## src/rtl/ssc_pkg.sv

```systemverilog
// Shared types, constants and the CRC helper for the speed command framer.
package ssc_pkg;

   localparam int AxisWidth   = 16;
   localparam int ByteWidth   = 8;
   localparam int WeightWidth = 9;
   localparam int CsrIdxWidth = 2;
   localparam int CsrDatWidth = 9;
   localparam int PacketLen   = 5;

   localparam logic [CsrIdxWidth-1:0] CsrDeviceAddress   = 2'd0;
   localparam logic [CsrIdxWidth-1:0] CsrSmoothingWeight = 2'd1;

   localparam logic [ByteWidth-1:0]   AddressReset = 8'd128;
   localparam logic [WeightWidth-1:0] WeightReset  = 9'd51;
   localparam logic [WeightWidth-1:0] WeightOne    = 9'd256;

   localparam logic [ByteWidth-1:0] OpForward  = 8'h00;
   localparam logic [ByteWidth-1:0] OpBackward = 8'h01;
   localparam logic [ByteWidth-1:0] SpeedMax   = 8'd127;

   localparam logic [15:0] CrcPoly = 16'h1021;

   // head of one packet, as handed from the front to the serializer
   typedef struct packed {
      logic [ByteWidth-1:0] address;
      logic [ByteWidth-1:0] opcode;
      logic [ByteWidth-1:0] speed;
   } packet_head_type;

   // CRC-16/XMODEM update over one byte, MSB first
   function automatic logic [15:0] crc_byte(input logic [15:0] crc,
                                            input logic [ByteWidth-1:0] data);
      logic [15:0] c;
      c = crc ^ {data, 8'h00};
      for (int b = 0; b < 8; b++) begin
         if (c[15]) begin
            c = {c[14:0], 1'b0} ^ CrcPoly;
         end else begin
            c = {c[14:0], 1'b0};
         end
      end
      return c;
   endfunction

endpackage

```

## src/rtl/ssc_if.sv

```systemverilog
// Request and response channel interfaces.
interface ssc_req_if;
   logic                                valid;
   logic                                ready;
   logic signed [ssc_pkg::AxisWidth-1:0] axis_value;

   modport source (output valid, output axis_value, input ready);
   modport sink   (input valid, input axis_value, output ready);
endinterface

interface ssc_rsp_if;
   logic                          valid;
   logic                          ready;
   logic [ssc_pkg::ByteWidth-1:0] out_byte;
   logic                          last_byte;

   modport source (output valid, output out_byte, output last_byte, input ready);
   modport sink   (input valid, input out_byte, input last_byte, output ready);
endinterface

```

## src/rtl/ssc_front.sv

```systemverilog
// Front end: scales each axis sample to a target speed and smooths it.
module ssc_front (
   input  logic                              clock,
   input  logic                              reset,
   ssc_req_if.sink                           req_chan,
   input  logic [ssc_pkg::ByteWidth-1:0]     device_address,
   input  logic [ssc_pkg::WeightWidth-1:0]   smoothing_weight,
   output logic                              push_valid,
   output ssc_pkg::packet_head_type          push_data,
   input  logic                              push_ready
);

   logic                                  s1_valid_ff, s1_valid_in;
   logic signed [ssc_pkg::AxisWidth-1:0]  axis_ff, axis_in;
   logic                                  s2_valid_ff, s2_valid_in;
   logic signed [ssc_pkg::ByteWidth-1:0]  target_ff, target_in;
   logic signed [ssc_pkg::ByteWidth-1:0]  smoothed_ff, smoothed_in;

   logic s1_free, s2_free, s2_adv;

   // target = round(axis * 127 / 2^15), halves away from zero
   logic [23:0] axis_ext, scaled, scaled_mag, scaled_rnd;
   logic [7:0]  target_mag;

   // next = round((256*prev + w*(target - prev)) / 256)
   logic [ssc_pkg::WeightWidth-1:0] w_sat;
   logic signed [8:0]               diff;
   logic signed [18:0]              product, num;
   logic [18:0]                     num_mag, num_rnd;
   logic [7:0]                      next_mag;
   logic signed [7:0]               next_speed;
   logic                            next_neg;

   assign s2_free = !s2_valid_ff || push_ready;
   assign s1_free = !s1_valid_ff || s2_free;
   assign s2_adv  = s2_valid_ff && push_ready;
   assign req_chan.ready = s1_free;

   always_comb begin
      axis_ext   = {{8{axis_ff[15]}}, axis_ff};
      scaled     = (axis_ext << 7) - axis_ext;
      scaled_mag = scaled[23] ? (24'd0 - scaled) : scaled;
      scaled_rnd = scaled_mag + 24'h004000;
      target_mag = scaled_rnd[22:15];
      target_in  = scaled[23] ? (8'sd0 - $signed(target_mag)) : $signed(target_mag);
   end

   always_comb begin
      w_sat      = (smoothing_weight > ssc_pkg::WeightOne) ? ssc_pkg::WeightOne
                                                           : smoothing_weight;
      diff       = {target_ff[7], target_ff} - {smoothed_ff[7], smoothed_ff};
      product    = $signed({1'b0, w_sat}) * diff;
      num        = $signed({{3{smoothed_ff[7]}}, smoothed_ff, 8'h00}) + product;
      next_neg   = num[18];
      num_mag    = next_neg ? (19'd0 - num) : num;
      num_rnd    = num_mag + 19'd128;
      next_mag   = num_rnd[15:8];
      next_speed = next_neg ? (8'sd0 - $signed(next_mag)) : $signed(next_mag);
   end

   always_comb begin
      s1_valid_in = s1_valid_ff;
      axis_in     = axis_ff;
      s2_valid_in = s2_valid_ff;
      smoothed_in = smoothed_ff;
      if (s1_free) begin
         s1_valid_in = req_chan.valid;
         axis_in     = req_chan.axis_value;
      end
      if (s2_free) begin
         s2_valid_in = s1_valid_ff;
      end
      if (s2_adv) begin
         smoothed_in = next_speed;
      end
   end

   always_ff @(posedge clock) begin
      if (reset) begin
         s1_valid_ff <= 1'b0;
         s2_valid_ff <= 1'b0;
         smoothed_ff <= '0;
      end else begin
         s1_valid_ff <= s1_valid_in;
         s2_valid_ff <= s2_valid_in;
         smoothed_ff <= smoothed_in;
      end
      axis_ff <= axis_in;
      if (s2_free) begin
         target_ff <= target_in;
      end
   end

   assign push_valid        = s2_valid_ff;
   assign push_data.address = device_address;
   assign push_data.opcode  = (next_neg && next_mag != 8'd0) ? ssc_pkg::OpBackward
                                                             : ssc_pkg::OpForward;
   assign push_data.speed   = next_mag;

   a_speed_range: assert property (@(posedge clock) disable iff (reset)
      push_valid |-> push_data.speed <= ssc_pkg::SpeedMax)
      else $error("speed magnitude out of range");

   a_backward_nonzero: assert property (@(posedge clock) disable iff (reset)
      (push_valid && push_data.opcode == ssc_pkg::OpBackward) |-> push_data.speed != 8'd0)
      else $error("backward request with zero speed");

endmodule

```

## src/rtl/ssc_queue.sv

```systemverilog
// Small queue between the front end and the byte serializer.
module ssc_queue #(
   parameter int Depth = 4
) (
   input  logic                      clock,
   input  logic                      reset,
   input  logic                      push_valid,
   input  ssc_pkg::packet_head_type  push_data,
   output logic                      push_ready,
   output logic                      pop_valid,
   output ssc_pkg::packet_head_type  pop_data,
   input  logic                      pop_ready
);

   localparam int PtrW = (Depth > 1) ? $clog2(Depth) : 1;
   localparam int CntW = $clog2(Depth + 1);
   localparam logic [PtrW-1:0] LastPtr = PtrW'(Depth - 1);
   localparam logic [CntW-1:0] Full    = CntW'(Depth);

   ssc_pkg::packet_head_type mem_ff [Depth];
   logic [PtrW-1:0] wr_ptr_ff, wr_ptr_in, rd_ptr_ff, rd_ptr_in;
   logic [CntW-1:0] count_ff, count_in;
   logic do_push, do_pop;

   assign push_ready = count_ff != Full;
   assign pop_valid  = count_ff != '0;
   assign pop_data   = mem_ff[rd_ptr_ff];
   assign do_push    = push_valid && push_ready;
   assign do_pop     = pop_valid && pop_ready;

   always_comb begin
      wr_ptr_in = wr_ptr_ff;
      rd_ptr_in = rd_ptr_ff;
      count_in  = count_ff;
      if (do_push) begin
         wr_ptr_in = (wr_ptr_ff == LastPtr) ? '0 : wr_ptr_ff + 1'b1;
      end
      if (do_pop) begin
         rd_ptr_in = (rd_ptr_ff == LastPtr) ? '0 : rd_ptr_ff + 1'b1;
      end
      if (do_push && !do_pop) begin
         count_in = count_ff + 1'b1;
      end else if (do_pop && !do_push) begin
         count_in = count_ff - 1'b1;
      end
   end

   always_ff @(posedge clock) begin
      if (reset) begin
         wr_ptr_ff <= '0;
         rd_ptr_ff <= '0;
         count_ff  <= '0;
      end else begin
         wr_ptr_ff <= wr_ptr_in;
         rd_ptr_ff <= rd_ptr_in;
         count_ff  <= count_in;
      end
      if (do_push) begin
         mem_ff[wr_ptr_ff] <= push_data;
      end
   end

   a_count_bound: assert property (@(posedge clock) disable iff (reset)
      count_ff <= Full)
      else $error("queue count overflow");

endmodule

```

## src/rtl/ssc_back.sv

```systemverilog
// Back end: serializes each packet head into five bytes with the CRC.
module ssc_back (
   input  logic                      clock,
   input  logic                      reset,
   input  logic                      pop_valid,
   input  ssc_pkg::packet_head_type  pop_data,
   output logic                      pop_ready,
   ssc_rsp_if.source                 rsp_chan
);

   localparam logic [2:0] ByteAddress = 3'd0;
   localparam logic [2:0] ByteOpcode  = 3'd1;
   localparam logic [2:0] ByteSpeed   = 3'd2;
   localparam logic [2:0] ByteCrcHigh = 3'd3;
   localparam logic [2:0] ByteCrcLow  = 3'd4;

   logic [2:0]                    idx_ff, idx_in;
   logic [15:0]                   crc_ff, crc_in;
   logic                          out_valid_ff, out_valid_in;
   logic [ssc_pkg::ByteWidth-1:0] out_byte_ff, out_byte_in;
   logic                          last_ff, last_in;
   logic                          load;

   assign load = pop_valid && (!out_valid_ff || rsp_chan.ready);

   always_comb begin
      idx_in       = idx_ff;
      crc_in       = crc_ff;
      out_byte_in  = out_byte_ff;
      last_in      = last_ff;
      out_valid_in = out_valid_ff;
      if (rsp_chan.ready) begin
         out_valid_in = 1'b0;
      end
      if (load) begin
         out_valid_in = 1'b1;
         last_in      = 1'b0;
         idx_in       = idx_ff + 1'b1;
         unique case (idx_ff)
            ByteAddress: begin
               out_byte_in = pop_data.address;
               crc_in      = ssc_pkg::crc_byte(16'h0000, pop_data.address);
            end
            ByteOpcode: begin
               out_byte_in = pop_data.opcode;
               crc_in      = ssc_pkg::crc_byte(crc_ff, pop_data.opcode);
            end
            ByteSpeed: begin
               out_byte_in = pop_data.speed;
               crc_in      = ssc_pkg::crc_byte(crc_ff, pop_data.speed);
            end
            ByteCrcHigh: begin
               out_byte_in = crc_ff[15:8];
            end
            ByteCrcLow: begin
               out_byte_in = crc_ff[7:0];
               last_in     = 1'b1;
               idx_in      = ByteAddress;
            end
            default: begin
               idx_in = ByteAddress;
            end
         endcase
      end
   end

   always_ff @(posedge clock) begin
      if (reset) begin
         idx_ff       <= ByteAddress;
         out_valid_ff <= 1'b0;
      end else begin
         idx_ff       <= idx_in;
         out_valid_ff <= out_valid_in;
      end
      crc_ff      <= crc_in;
      out_byte_ff <= out_byte_in;
      last_ff     <= last_in;
   end

   assign pop_ready          = load && idx_ff == ByteCrcLow;
   assign rsp_chan.valid     = out_valid_ff;
   assign rsp_chan.out_byte  = out_byte_ff;
   assign rsp_chan.last_byte = last_ff;

   a_idx_range: assert property (@(posedge clock) disable iff (reset)
      idx_ff <= ByteCrcLow)
      else $error("byte index out of range");

   a_last_wraps: assert property (@(posedge clock) disable iff (reset)
      (load && idx_ff == ByteCrcLow) |=> (idx_ff == ByteAddress && last_ff))
      else $error("packet did not close on crc low byte");

endmodule

```

## src/rtl/smoothed_speed_command_framer.sv

```systemverilog
// Top level: CSRs, front end, packet queue and byte serializer.
// Requests pass front stages s1 and s2, the packet queue and the output byte register.
// Bytes leave one a cycle while rsp_chan is ready; the five-byte packets set the rate.
// Requests are accepted while earlier packets drain, up to QueueDepth+3 in flight.
// Synchronous active-high reset: address 128, weight 51, smoothed speed 0, queue empty.
module smoothed_speed_command_framer #(
   parameter int QueueDepth = 4
) (
   input  logic                              clock,
   input  logic                              reset,
   ssc_req_if.sink                           req_chan,
   ssc_rsp_if.source                         rsp_chan,
   input  logic                              csr_write_en,
   input  logic [ssc_pkg::CsrIdxWidth-1:0]   csr_index,
   input  logic [ssc_pkg::CsrDatWidth-1:0]   csr_write_data
);

   logic [ssc_pkg::ByteWidth-1:0]   device_address_ff, device_address_in;
   logic [ssc_pkg::WeightWidth-1:0] smoothing_weight_ff, smoothing_weight_in;

   logic                     push_valid, push_ready, pop_valid, pop_ready;
   ssc_pkg::packet_head_type push_data, pop_data;

   always_comb begin
      device_address_in   = device_address_ff;
      smoothing_weight_in = smoothing_weight_ff;
      if (csr_write_en) begin
         unique case (csr_index)
            ssc_pkg::CsrDeviceAddress:   device_address_in   = csr_write_data[7:0];
            ssc_pkg::CsrSmoothingWeight: smoothing_weight_in = csr_write_data;
            default: ;
         endcase
      end
   end

   always_ff @(posedge clock) begin
      if (reset) begin
         device_address_ff   <= ssc_pkg::AddressReset;
         smoothing_weight_ff <= ssc_pkg::WeightReset;
      end else begin
         device_address_ff   <= device_address_in;
         smoothing_weight_ff <= smoothing_weight_in;
      end
   end

   ssc_front u_front (
      .clock            (clock),
      .reset            (reset),
      .req_chan         (req_chan),
      .device_address   (device_address_ff),
      .smoothing_weight (smoothing_weight_ff),
      .push_valid       (push_valid),
      .push_data        (push_data),
      .push_ready       (push_ready)
   );

   ssc_queue #(.Depth(QueueDepth)) u_queue (
      .clock      (clock),
      .reset      (reset),
      .push_valid (push_valid),
      .push_data  (push_data),
      .push_ready (push_ready),
      .pop_valid  (pop_valid),
      .pop_data   (pop_data),
      .pop_ready  (pop_ready)
   );

   ssc_back u_back (
      .clock     (clock),
      .reset     (reset),
      .pop_valid (pop_valid),
      .pop_data  (pop_data),
      .pop_ready (pop_ready),
      .rsp_chan  (rsp_chan)
   );

endmodule

```

## src/flat_wrapper.sv

```systemverilog
// flat-port wrapper written by rule: the top's interface ports become plain ports
module smoothed_speed_command_framer_flat 
#(
   parameter int QueueDepth = 4
)
  (clock, reset, csr_write_en, csr_index, csr_write_data, req_chan_valid, req_chan_axis_value, req_chan_ready, rsp_chan_valid, rsp_chan_out_byte, rsp_chan_last_byte, rsp_chan_ready);
  ssc_req_if req_chan_i ();
  ssc_rsp_if rsp_chan_i ();
  input  logic clock;
  input  logic reset;
  input  logic csr_write_en;
  input  logic [ssc_pkg::CsrIdxWidth-1:0] csr_index;
  input  logic [ssc_pkg::CsrDatWidth-1:0] csr_write_data;
  input wire logic [$bits(req_chan_i.valid)-1:0] req_chan_valid;
  input wire logic [$bits(req_chan_i.axis_value)-1:0] req_chan_axis_value;
  output wire logic [$bits(req_chan_i.ready)-1:0] req_chan_ready;
  output wire logic [$bits(rsp_chan_i.valid)-1:0] rsp_chan_valid;
  output wire logic [$bits(rsp_chan_i.out_byte)-1:0] rsp_chan_out_byte;
  output wire logic [$bits(rsp_chan_i.last_byte)-1:0] rsp_chan_last_byte;
  input wire logic [$bits(rsp_chan_i.ready)-1:0] rsp_chan_ready;
  assign req_chan_i.valid = req_chan_valid;
  assign req_chan_i.axis_value = req_chan_axis_value;
  assign req_chan_ready = req_chan_i.ready;
  assign rsp_chan_valid = rsp_chan_i.valid;
  assign rsp_chan_out_byte = rsp_chan_i.out_byte;
  assign rsp_chan_last_byte = rsp_chan_i.last_byte;
  assign rsp_chan_i.ready = rsp_chan_ready;
  smoothed_speed_command_framer #(.QueueDepth(QueueDepth)) u_core (.clock(clock), .reset(reset), .req_chan(req_chan_i), .rsp_chan(rsp_chan_i), .csr_write_en(csr_write_en), .csr_index(csr_index), .csr_write_data(csr_write_data));
endmodule
```

## config.mk

```make
export PLATFORM = sky130hd
export DESIGN_NAME = smoothed_speed_command_framer_flat
export DESIGN_NICKNAME = d
export VERILOG_FILES = /design/src/rtl/ssc_pkg.sv /design/src/rtl/ssc_if.sv /design/src/rtl/ssc_front.sv /design/src/rtl/ssc_queue.sv /design/src/rtl/ssc_back.sv /design/src/rtl/smoothed_speed_command_framer.sv /design/src/flat_wrapper.sv
export SDC_FILE = /design/constraint.sdc
export NUM_CORES = 1
export LEC_CHECK = 0
export BUFFER_PORTS_ARGS = -buffer_cell sky130_fd_sc_hd__clkbuf_2
export CORE_UTILIZATION = 50
export CTS_CLUSTER_SIZE = 25
export DETAILED_ROUTE_END_ITERATION = 8
export GPL_TIMING_DRIVEN = 0
export PLACE_DENSITY_LB_ADDON = 0.12
export SYNTH_ARGS = -nofsm -noshare
export SYNTH_HDL_FRONTEND = slang
export SYNTH_SLANG_ARGS = --single-unit
```

## constraint.sdc

```tcl
create_clock -name clock -period 24.9 [get_ports clock]
set_input_delay 4.98 -clock clock [delete_from_list [all_inputs] [get_ports clock]]
set_output_delay 4.98 -clock clock [all_outputs]
set_load 0.01 [all_outputs]
```

---- Word-level counts from Yosys, hierarchy flattened ----
Memories as Yosys holds them, arrays and structs flattened. A register that Yosys moved wholly into a read port is not among the register bits.
Cells that the tools add are included.
storage, ports and cells
  input bits .............................. 32
  bits in registers ....................... 87
  output and inout port bits .............. 11
  memories ................................ 1
  RAM bits ................................ 68
  logic and storage cells ................. 180
cells by class
  muxes and demuxes ....................... 86
  bitwise gates (word level) .............. 26
  order comparisons ....................... 1
  multipliers ............................. 1
  add/sub/neg operators ................... 14
  reductions and logical operators ........ 28
  equal/unequal tests ..................... 8
memories
  memory                 depth  bits a word  rd ports  clocked after Yosys merged registers in  wr ports  line             RTL
  u_core.u_queue.mem_ff  4      17           1         1                                        1         ssc_queue.sv:20  ssc_pkg::packet_head_type mem_ff [Depth];
operator list
  cell                      number
  $mux W16                  43
  $mux W13                  24
  $not A3 Y3                24
  $pmux W16 S3              1
  $pmux W8 S5               1
  $xor A16 B16 Y16          2
  $sub A23 B16 Y24          1
  $add A23 B15 Y23 const B  1
  $mux W23                  1
  $sub A1 B23 Y23 const A   1
  $add A16 B19 Y19          1
  $mul A10 B9 Y19           1
  $add A16 B8 Y16 const B   1
  $mux W8                   2
  $sub A1 B16 Y16 const A   1
  $sub A1 B8 Y8 const A     2
  $gt A9 B9 Y1 const B      1
  $mux W3                   3
  $mux W9                   1
  $sub A8 B8 Y9             1
  $mux W2                   4
  $reduce_and A2 Y1         4
  $reduce_bool A8 Y1        1
  $logic_and A1 B1 Y1       7
  other kinds (18)          35

---- Depth between registers and ports, before layout ----
Gate-level depths: netlist of the first run.
  word-level depth ........................ 32
  depth in mapped cells ................... 45
  depth with buffers taken out ............ 43

---- By module ----
From an unflattened synthesis of the first run, not the netlist that was laid out.
second synthesis, totals
  cell total of the unflattened synthesis .. 1255
  area, all modules ....................... 13591.8 um^2
by module, submodules not included
  module                         cells each  instances  sequential area each (um^2)  area an instance (um^2)
  ssc_front                      809         1          920.9                        6841.6
  ssc_queue                      174         1          3062.9                       3941.3
  ssc_back                       200         1          830.8                        2067.0
  smoothed_speed_command_framer  72          1          340.3                        742.0

---- Worst setup path before layout of the first run ----
Ideal clock, no wire load.
  path type ............................... register to register
  start ................................... register u_core.u_front.smoothed_ff[1] (netlist bit)
  end ..................................... register u_core.u_front.smoothed_ff[6] (netlist bit)
  arrival ................................. 9.038 ns
  clock period less this slack ............ 9.133 ns
  path buffers ............................ 2
  library setup time ...................... 0.095 ns
  slack ................................... 15.767 ns
  stages on the path, launching flop included .. 43
  data required time ...................... 24.805 ns
  cell sequence ........................... dfxtp_1 inv_1 ha_1 nor2b_1 o21ai_0 nand2b_1 a21o_1 a21o_1 a21o_1 a21o_1 xnor2_1 nor2_1 fa_1 fa_1 fa_1 fa_1 inv_1 fa_1 [... 7 more ...] xnor2_1 clkbuf_1 nor2_1 xor2_1 ha_1 buf_1 nand2_1 nor4_1 a311oi_1 nand4_1 nor4_2 inv_1 ha_1 inv_1 nor4_1 a211oi_1 a41oi_1 o311ai_1
RTL lines
  what                    line             RTL
  from (decl)             ssc_front.sv:17  logic signed [ssc_pkg::ByteWidth-1:0] smoothed_ff, smoothed_in;
  from (signal assigned)  ssc_front.sv:86  smoothed_ff <= smoothed_in;

==> results of run 1 <==
-- logic make-up (layout without fill, tap and decap cells) --
kind of cell | Yosys count | count (layout)
AND/OR/NAND/NOR | 392 | 392
AO/OA/AOI/OAI | 233 | 233
buffers and inverters | 176 | 250
flip-flops | 157 | 157
adder cells (fa/ha/maj) | 150 | 150
XOR/XNOR | 100 | 100
multiplexers | 31 | 31
-- flip-flops by register name, summed over array words and instances, names as in the netlist, 2 cells and up, named ones only --
signal and cells:
u_core.u_back.rsp_chan.out_byte 8, u_core.u_queue.mem_ff 68, u_core.u_queue.rd_ptr_ff 2, u_core.device_address_ff 8
u_core.smoothing_weight_ff 9, u_core.u_back.crc_ff 16, u_core.u_front.target_ff 8, u_core.u_queue.count_ff 3
u_core.u_front.axis_ff 16, u_core.u_back.idx_ff 3, u_core.u_queue.wr_ptr_ff 2, u_core.u_front.smoothed_ff 8
-- synth_stat cells (8+ instances only) --
cell type | number | area, um2
nand3_1 | 17 | 85.1
ha_1 | 87 | 1090
mux4_2 | 17 | 383
mux2i_1 | 13 | 130
xor2_1 | 48 | 420
and3_1 | 15 | 93.8
nand2_1 | 110 | 413
edfxtp_1 | 117 | 3510
inv_1 | 135 | 507
a21o_1 | 29 | 218
clkbuf_1 | 33 | 124
or3_1 | 10 | 62.6
and2_1 | 10 | 62.6
o31ai_1 | 8 | 60.1
or2_2 | 10 | 62.6
a22oi_1 | 10 | 75.1
nor2_1 | 101 | 379
a31oi_1 | 8 | 50.1
nand3b_1 | 8 | 60.1
a211oi_1 | 10 | 75.1
a21oi_1 | 59 | 295
o211ai_1 | 9 | 67.6
xnor2_1 | 48 | 420
nor4_1 | 10 | 62.6
nor2b_1 | 14 | 87.6
dfxtp_1 | 40 | 801
o21ai_0 | 35 | 175
fa_1 | 63 | 1260
nand4_1 | 10 | 62.6
nor3_1 | 19 | 95.1
nand2b_1 | 24 | 150
-- stage by stage --
step | util [%] | cell area, um2 | instances | hold slack [ns]
after floorplan | - | 12400 | 1239 | 0.445
after detailed placement | 53.6 | 13000 | 1605 | 0.482
after global placement | 53.6 | 13000 | 1605 | 0.476
after global routing | 56.1 | 13600 | 1637 | 0.511
final | 56.1 | 13600 | 1637 | 0.488
after CTS | 56.1 | 13600 | 1637 | 0.492
-- per-layer routing --
metal | global-route usage, % | share of wire, %
met1 | 30.2 | 45
met2 | 37.7 | 49
met3 | 4.03 | 4.6
met4 | 6.51 | 1.9
met5 | 0 | 0.051
-- area by class of cell --
class | instances | area [um2] | share of cell area (%)
Tap cell | 324 | 405 | 2.97
Multi-Input combinational cell | 906 | 7440 | 54.6
Buffer | 41 | 160 | 1.17
Clock buffer | 18 | 430 | 3.16
Inverter | 135 | 507 | 3.72
Clock inverter | 14 | 171 | 1.26
Sequential cell | 157 | 4310 | 31.6
Timing Repair Buffer | 42 | 210 | 1.54
-- worst max-delay path: cells and delay by family, from the launching register on --
kind	cells	cell delay, ns
AOI/OAI and AO/OA	12	2.59
xor gates and xnor gates	3	1.05
adders and majority gates	9	3.75
buffers and inverters	7	0.94
DFF	1	0.47
and+or+nand+nor	9	1.81
-- worst paths after layout --
check	depth (start not counted)	end	slack [ns]
worst max register to register	40	u_core.u_queue.mem_ff[3][8]	14.05
worst min register to register	2	u_core.smoothing_weight_ff[2]	0.49
worst max-delay path	40	u_core.u_queue.mem_ff[3][8]	14.05
worst min-delay path	2	u_core.smoothing_weight_ff[2]	0.49
==> insert_results.sql, run 1 <==
INSERT INTO impl_metrics (metric_group, metric, value, unit) VALUES
('status', 'status', 'complete, no violations', ''),
('place', 'placement.io_buffers', '42', ''),
('global_routing', 'first_global_vias', '8971', ''),
('synthesis', 'yosysWarnings', '0', ''),
('worst_hold_path', 'worstHoldPathType', 'reg -> reg', ''),
('final_layout', 'num_antenna_cells', '0', ''),
('global_routing', 'grt_first_pass_wirelength', '45900', 'um'),
('clock_network', 'post_cts_resize_count', '0', ''),
('synthesis', 'synth-seq-cells', '157', ''),
('routing', 'post_drt_via_cell_ratio', '5.68', ''),
('clock_network', 'clk-insertion-delay-late', '0.44', 'ns'),
('routing', 'drt_pass1_iterations', '5', ''),
('global_routing', 'gr-usage-all-layers', '22.6', '%'),
('sta', 'rsz0062_at_grt', 'false', ''),
('synthesis', 'synth_compound_area_share', '13.3', '%'),
('routing', 'initialDrtViolationCount', '609', ''),
('floorplanning', 'fp.dieW', '160', 'um'),
('synthesis', 'postSynthCellCount', '1239', ''),
('routing', 'routed-via-count', '9303', ''),
('sta', 'worst_slack', '14.05', 'ns'),
('floorplanning', 'core.rowCount', '57', ''),
('routing', 'drc_errors', '0', ''),
('critical_path', 'critical-path-max-stage-delay', '0.83', 'ns'),
('place', 'gpl.final_weighted_congestion', '0.879', ''),
('final_layout', 'layout_commonest_cell', 'inv_1', ''),
('sta', 'post-route-period-util', '43.6', '%'),
('floorplanning', 'io-pin-count', '43', ''),
('clock_network', 'clock_slew_seen_by_the_registers_of_the_worst_setup_and_hold_paths', '0.07', 'ns'),
('sta', 'max_clk_rate', '92.1', 'MHz'),
('sta', 'worstMarginPinSlew', '0.949', 'ns'),
('critical_path', 'worst_setup_path_end_kind', 'flip-flop', ''),
('routing', 'route.antenna.remaining_nets', '0', ''),
('clock_network', 'cts_setup_buffers', '0', ''),
('global_routing', 'maximum_number_of_pins_on_one_net_before_global_route_repair', '18', ''),
('synthesis', 'synth_edf_count', '117', ''),
('routing', 'route.final.wire_length', '27700', 'um'),
('worst_hold_path', 'timing.hold.worst.start', 'u_core.smoothing_weight_ff[2]', ''),
('critical_path', 'worst-setup-path-type', 'reg -> reg', ''),
('critical_path', 'top_fanout_value_on_the_critical_path', '10', ''),
('synthesis', 'synth_simple_gate_area_share', '16.1', '%'),
('synthesis', 'synth-async-reset-ratio', '0', '%'),
('critical_path', 'critPathArrivalTime', '11.05', 'ns'),
('sta', 'relSlewSlack', '36.3', '%'),
('final_layout', 'layout-area-overhead-vs-synth', '9.80', '%'),
('clock_network', 'clock_sinks', '157', ''),
('critical_path', 'start_kind', 'flip-flop', ''),
('sta', 'finalSetupViolations', '0', ''),
('sta', 'timing.final.max_slew_violations', '0', ''),
('clock_network', 'clock_tree.buffer_depth', '2', ''),
('routing', 'wl_per_cell', '16.9', 'um'),
('synthesis', 'synth-main-ff-cell', 'edfxtp_1', ''),
('critical_path', 'crit_path_start', 'u_core.u_front.smoothed_ff[1]', ''),
('place', 'dp.final_hpwl', '21300', 'um'),
('critical_path', 'required', '25.10', 'ns'),
('synthesis', 'synth_xor_area_share', '7.29', '%'),
('synthesis', 'synthesized_cell_area', '12400', 'um2'),
('final_layout', 'final_nets', '1482', ''),
('global_routing', 'global_route.overflow_total', '0', ''),
('clock_network', 'cell_chosen_for_the_clock_root', 'clkbuf_16', ''),
('sta', 'min_period', '10.85', 'ns'),
('critical_path', 'crit_path_top_delay_cell', 'nor4_2', ''),
('sta', 'hold_viol', '0', ''),
('synthesis', 'synth.mux.area_fraction', '4.22', '%'),
('floorplanning', 'die_h', '160', 'um'),
('synthesis', 'synth_area_per_cell', '10.0', 'um2'),
('synthesis', 'synth-seq-area-share', '34.7', '%'),
('floorplanning', 'die_area', '25500', 'um2'),
('critical_path', 'rr_startpoint', 'u_core.u_front.smoothed_ff[1]', ''),
('clock_network', 'cts_tree', 'done', ''),
('sta', 'timing.setup.tns', '0', 'ns'),
('sta', 'finalClockSkew', '0.0190', 'ns');
Power of run 1 is not shown: default switching activity piles up to over one toggle a cycle in this logic, so the estimate is an artifact.
==> run 2, diff against run 1 <==
==> constraint.sdc (replaced) <==
create_clock -name clock -period 11.2 [get_ports clock]
set_input_delay 2.24 -clock clock [delete_from_list [all_inputs] [get_ports clock]]
set_output_delay 2.24 -clock clock [all_outputs]
set_load 0.01 [all_outputs]
==> run 2 against run 1 <==
Effect of this change:
- cell area is essentially flat
- sequential share of layout area is essentially flat
- critical path depth is the same
- via count is essentially flat
- die area is the same
- non-clock buffer count is the same
- wire length is essentially flat
- register-to-register slack lost 13 ns
- clock-buffer cell count is the same
- largest cell class unchanged
- highest routed layer unchanged
==> insert_results.sql, run 2 (same netlist as run 1, synthesis figures left out) <==
INSERT INTO impl_metrics (metric_group, metric, value, unit) VALUES
('place', 'placement.io_buffers', '42', ''),
('job', 'max_cap_violations', '0', ''),
('floorplanning', 'core_region_area', '24300', 'um2'),
('floorplanning', 'core.rowCount', '57', ''),
('critical_path', 'worst_path_most_repeated_cell', 'a21o_1', ''),
('clock_network', 'cts_setup_buffers', '0', ''),
('critical_path', 'critical-path-max-stage-delay', '0.60', 'ns'),
('clock_network', 'clock_tree.buffer_depth', '2', ''),
('place', 'dp.final_hpwl', '21300', 'um'),
('critical_path', 'top_fanout_value_on_the_critical_path', '10', ''),
('sta', 'finalSetupViolations', '0', ''),
('sta', 'max_clk_rate', '94.1', 'MHz'),
('critical_path', 'crit_end', 'u_core.u_queue.mem_ff[3][8]', ''),
('critical_path', 'rr_worst_depth', '40', ''),
('global_routing', 'global_route.overflow_total', '0', ''),
('place', 'dp.cells', '1605', ''),
('sta', 'finalClockSkew', '0.0163', 'ns'),
('critical_path', 'worst-setup-path-type', 'reg -> reg', ''),
('final_layout', 'finalNonFillerCells', '1637', ''),
('clock_network', 'htree_num_levels', '4', ''),
('global_routing', 'first_global_vias', '8971', ''),
('worst_hold_path', 'worstHoldPathType', 'reg -> reg', ''),
('final_layout', 'commonest_non_fill_non_tap_cells_in_the_layout', 'inv_1, edfxtp_1, nand2_1', ''),
('place', 'gpl.final_weighted_congestion', '0.879', ''),
('sta', 'final.hold.worst_slack', '0.488', 'ns'),
('clock_network', 'clk-insertion-delay-late', '0.44', 'ns'),
('critical_path', 'worst_r2r_endpoint', 'u_core.u_queue.mem_ff[3][8]', ''),
('critical_path', 'critPathArrivalTime', '10.83', 'ns'),
('final_layout', 'layout_commonest_cell', 'inv_1', ''),
('floorplanning', 'fp.dieW', '160', 'um'),
('critical_path', 'r2r_slack', '0.57', 'ns'),
('sta', 'timing.setup.tns', '0', 'ns'),
('clock_network', 'cts_tree', 'done', ''),
('routing', 'post_drt_via_cell_ratio', '5.68', ''),
('critical_path', 'start_kind', 'flip-flop', ''),
('routing', 'route.antenna.remaining_nets', '0', ''),
('final_layout', 'number_of_flip_flops_under_the_largest_register_name', '68', ''),
('sta', 'post-route-period-util', '94.9', '%'),
('critical_path', 'rr_startpoint', 'u_core.u_front.smoothed_ff[1]', ''),
('sta', 'min_period', '10.63', 'ns'),
('final_layout', 'final_nets', '1482', ''),
('global_routing', 'grt_antenna_before_repair', '1', ''),
('floorplanning', 'io-pin-count', '43', ''),
('routing', 'drc_errors', '0', ''),
('floorplanning', 'die_h', '160', 'um'),
('routing', 'route.final.wire_length', '27700', 'um'),
('global_routing', 'maximum_number_of_pins_on_one_net_before_global_route_repair', '18', ''),
('critical_path', 'required', '11.40', 'ns'),
('routing', 'wl_per_cell', '16.9', 'um'),
('final_layout', 'drive_above_1_share', '10.6', '%'),
('sta', 'worstMarginPinSlew', '0.948', 'ns'),
('final_layout', 'biggestRegsByFlops', 'u_core.u_queue.mem_ff x68, u_core.u_back.crc_ff x16, u_core.u_front.axis_ff x16', ''),
('global_routing', 'grt_first_pass_wirelength', '45900', 'um'),
('clock_network', 'cts_buffers', '17', ''),
('final_layout', 'num_antenna_cells', '0', ''),
('sta', 'hold_viol', '0', ''),
('global_routing', 'gr-usage-all-layers', '22.6', '%'),
('sta', 'timing.final.max_slew_violations', '0', ''),
('sta', 'relSlewSlack', '36.3', '%'),
('final_layout', 'post-route-util', '56.1', '%'),
('sta', 'rsz0062_at_grt', 'false', ''),
('clock_network', 'clock_slew_seen_by_the_registers_of_the_worst_setup_and_hold_paths', '0.07', 'ns'),
('clock_network', 'cell_chosen_for_the_clock_root', 'clkbuf_16', ''),
('routing', 'initialDrtViolationCount', '604', ''),
('critical_path', 'crit_path_start', 'u_core.u_front.smoothed_ff[1]', ''),
('floorplanning', 'floorplan.initialDensity', '51.1', '%'),
('critical_path', 'worst_setup_path_end_kind', 'flip-flop', ''),
('final_layout', 'layout-area-overhead-vs-synth', '9.87', '%'),
('floorplanning', 'die_area', '25500', 'um2'),
('clock_network', 'clock_sinks', '157', ''),
('status', 'status', 'complete, no violations', ''),
('routing', 'drt_pass1_iterations', '9', ''),
('routing', 'routed-via-count', '9305', ''),
('final_layout', 'max_flop_register', 'u_core.u_queue.mem_ff', ''),
('critical_path', 'crit_path_top_delay_cell', 'nor4_4', '');
-- run 2: changes by cell type in the layout (fill, tap and decap cells not counted) --
cell    previous run  this run
nor4_4             1         2
nor4_2             3         2
-- run 2: cell type report --
class | instances | area (um2)
flip-flops and latches | 157 | 4310
well taps | 324 | 405
fillers | 2164 | 10700
multi-input cells | 906 | 7450
clock inverters | 14 | 171
repair buffers | 42 | 210
clock buffers | 18 | 430
inverters | 135 | 507
plain buffers | 41 | 160
-- run 2: critical path, delay by kind of cell (launching register included) --
kind | cells | cell delay, ns
simple gates | 9 | 1.61
flops | 1 | 0.47
xor+xnor | 3 | 1.05
compound gates | 12 | 2.59
buf+inv | 7 | 0.93
fa+ha+maj | 9 | 3.74
-- run 2: worst min path at each step --
stage,from,end,cells past startpoint
3_3_place_gp,u_core.u_front.s1_valid_ff,u_core.u_front.push_valid,2
4_1_cts,u_core.smoothing_weight_ff[2],u_core.smoothing_weight_ff[2],2
6_report,u_core.smoothing_weight_ff[2],u_core.smoothing_weight_ff[2],2
5_1_grt,u_core.u_front.s1_valid_ff,u_core.u_front.push_valid,2
3_5_place_dp,u_core.smoothing_weight_ff[2],u_core.smoothing_weight_ff[2],2
2_1_floorplan,u_core.smoothing_weight_ff[2],u_core.smoothing_weight_ff[2],2
-- run 2: timing repair --
item,4_1_cts,5_1_grt
resized for setup,0,1
setup endpoints to repair,0,7
hold buffers,0,0
endpoints found under the hold margin,0,0
-- run 2: routing by layer --
layer | GRT usage (%) | share of wire (%)
met1 | 30.2 | 45
met2 | 37.7 | 49
met3 | 4.03 | 4.7
met4 | 6.51 | 1.8
met5 | 0 | 0.051
-- run 2: stage by stage --
stage | cell area (um2) | setup slack [ns]
finish | 13600 | 0.570
global route | 13600 | 0.0184
CTS | 13600 | 0.439
detailed placement | 13000 | 0.523
global placement | 13000 | 0.559
floorplan | 12400 | 2.07
Power of run 2 is left out for the same reason.
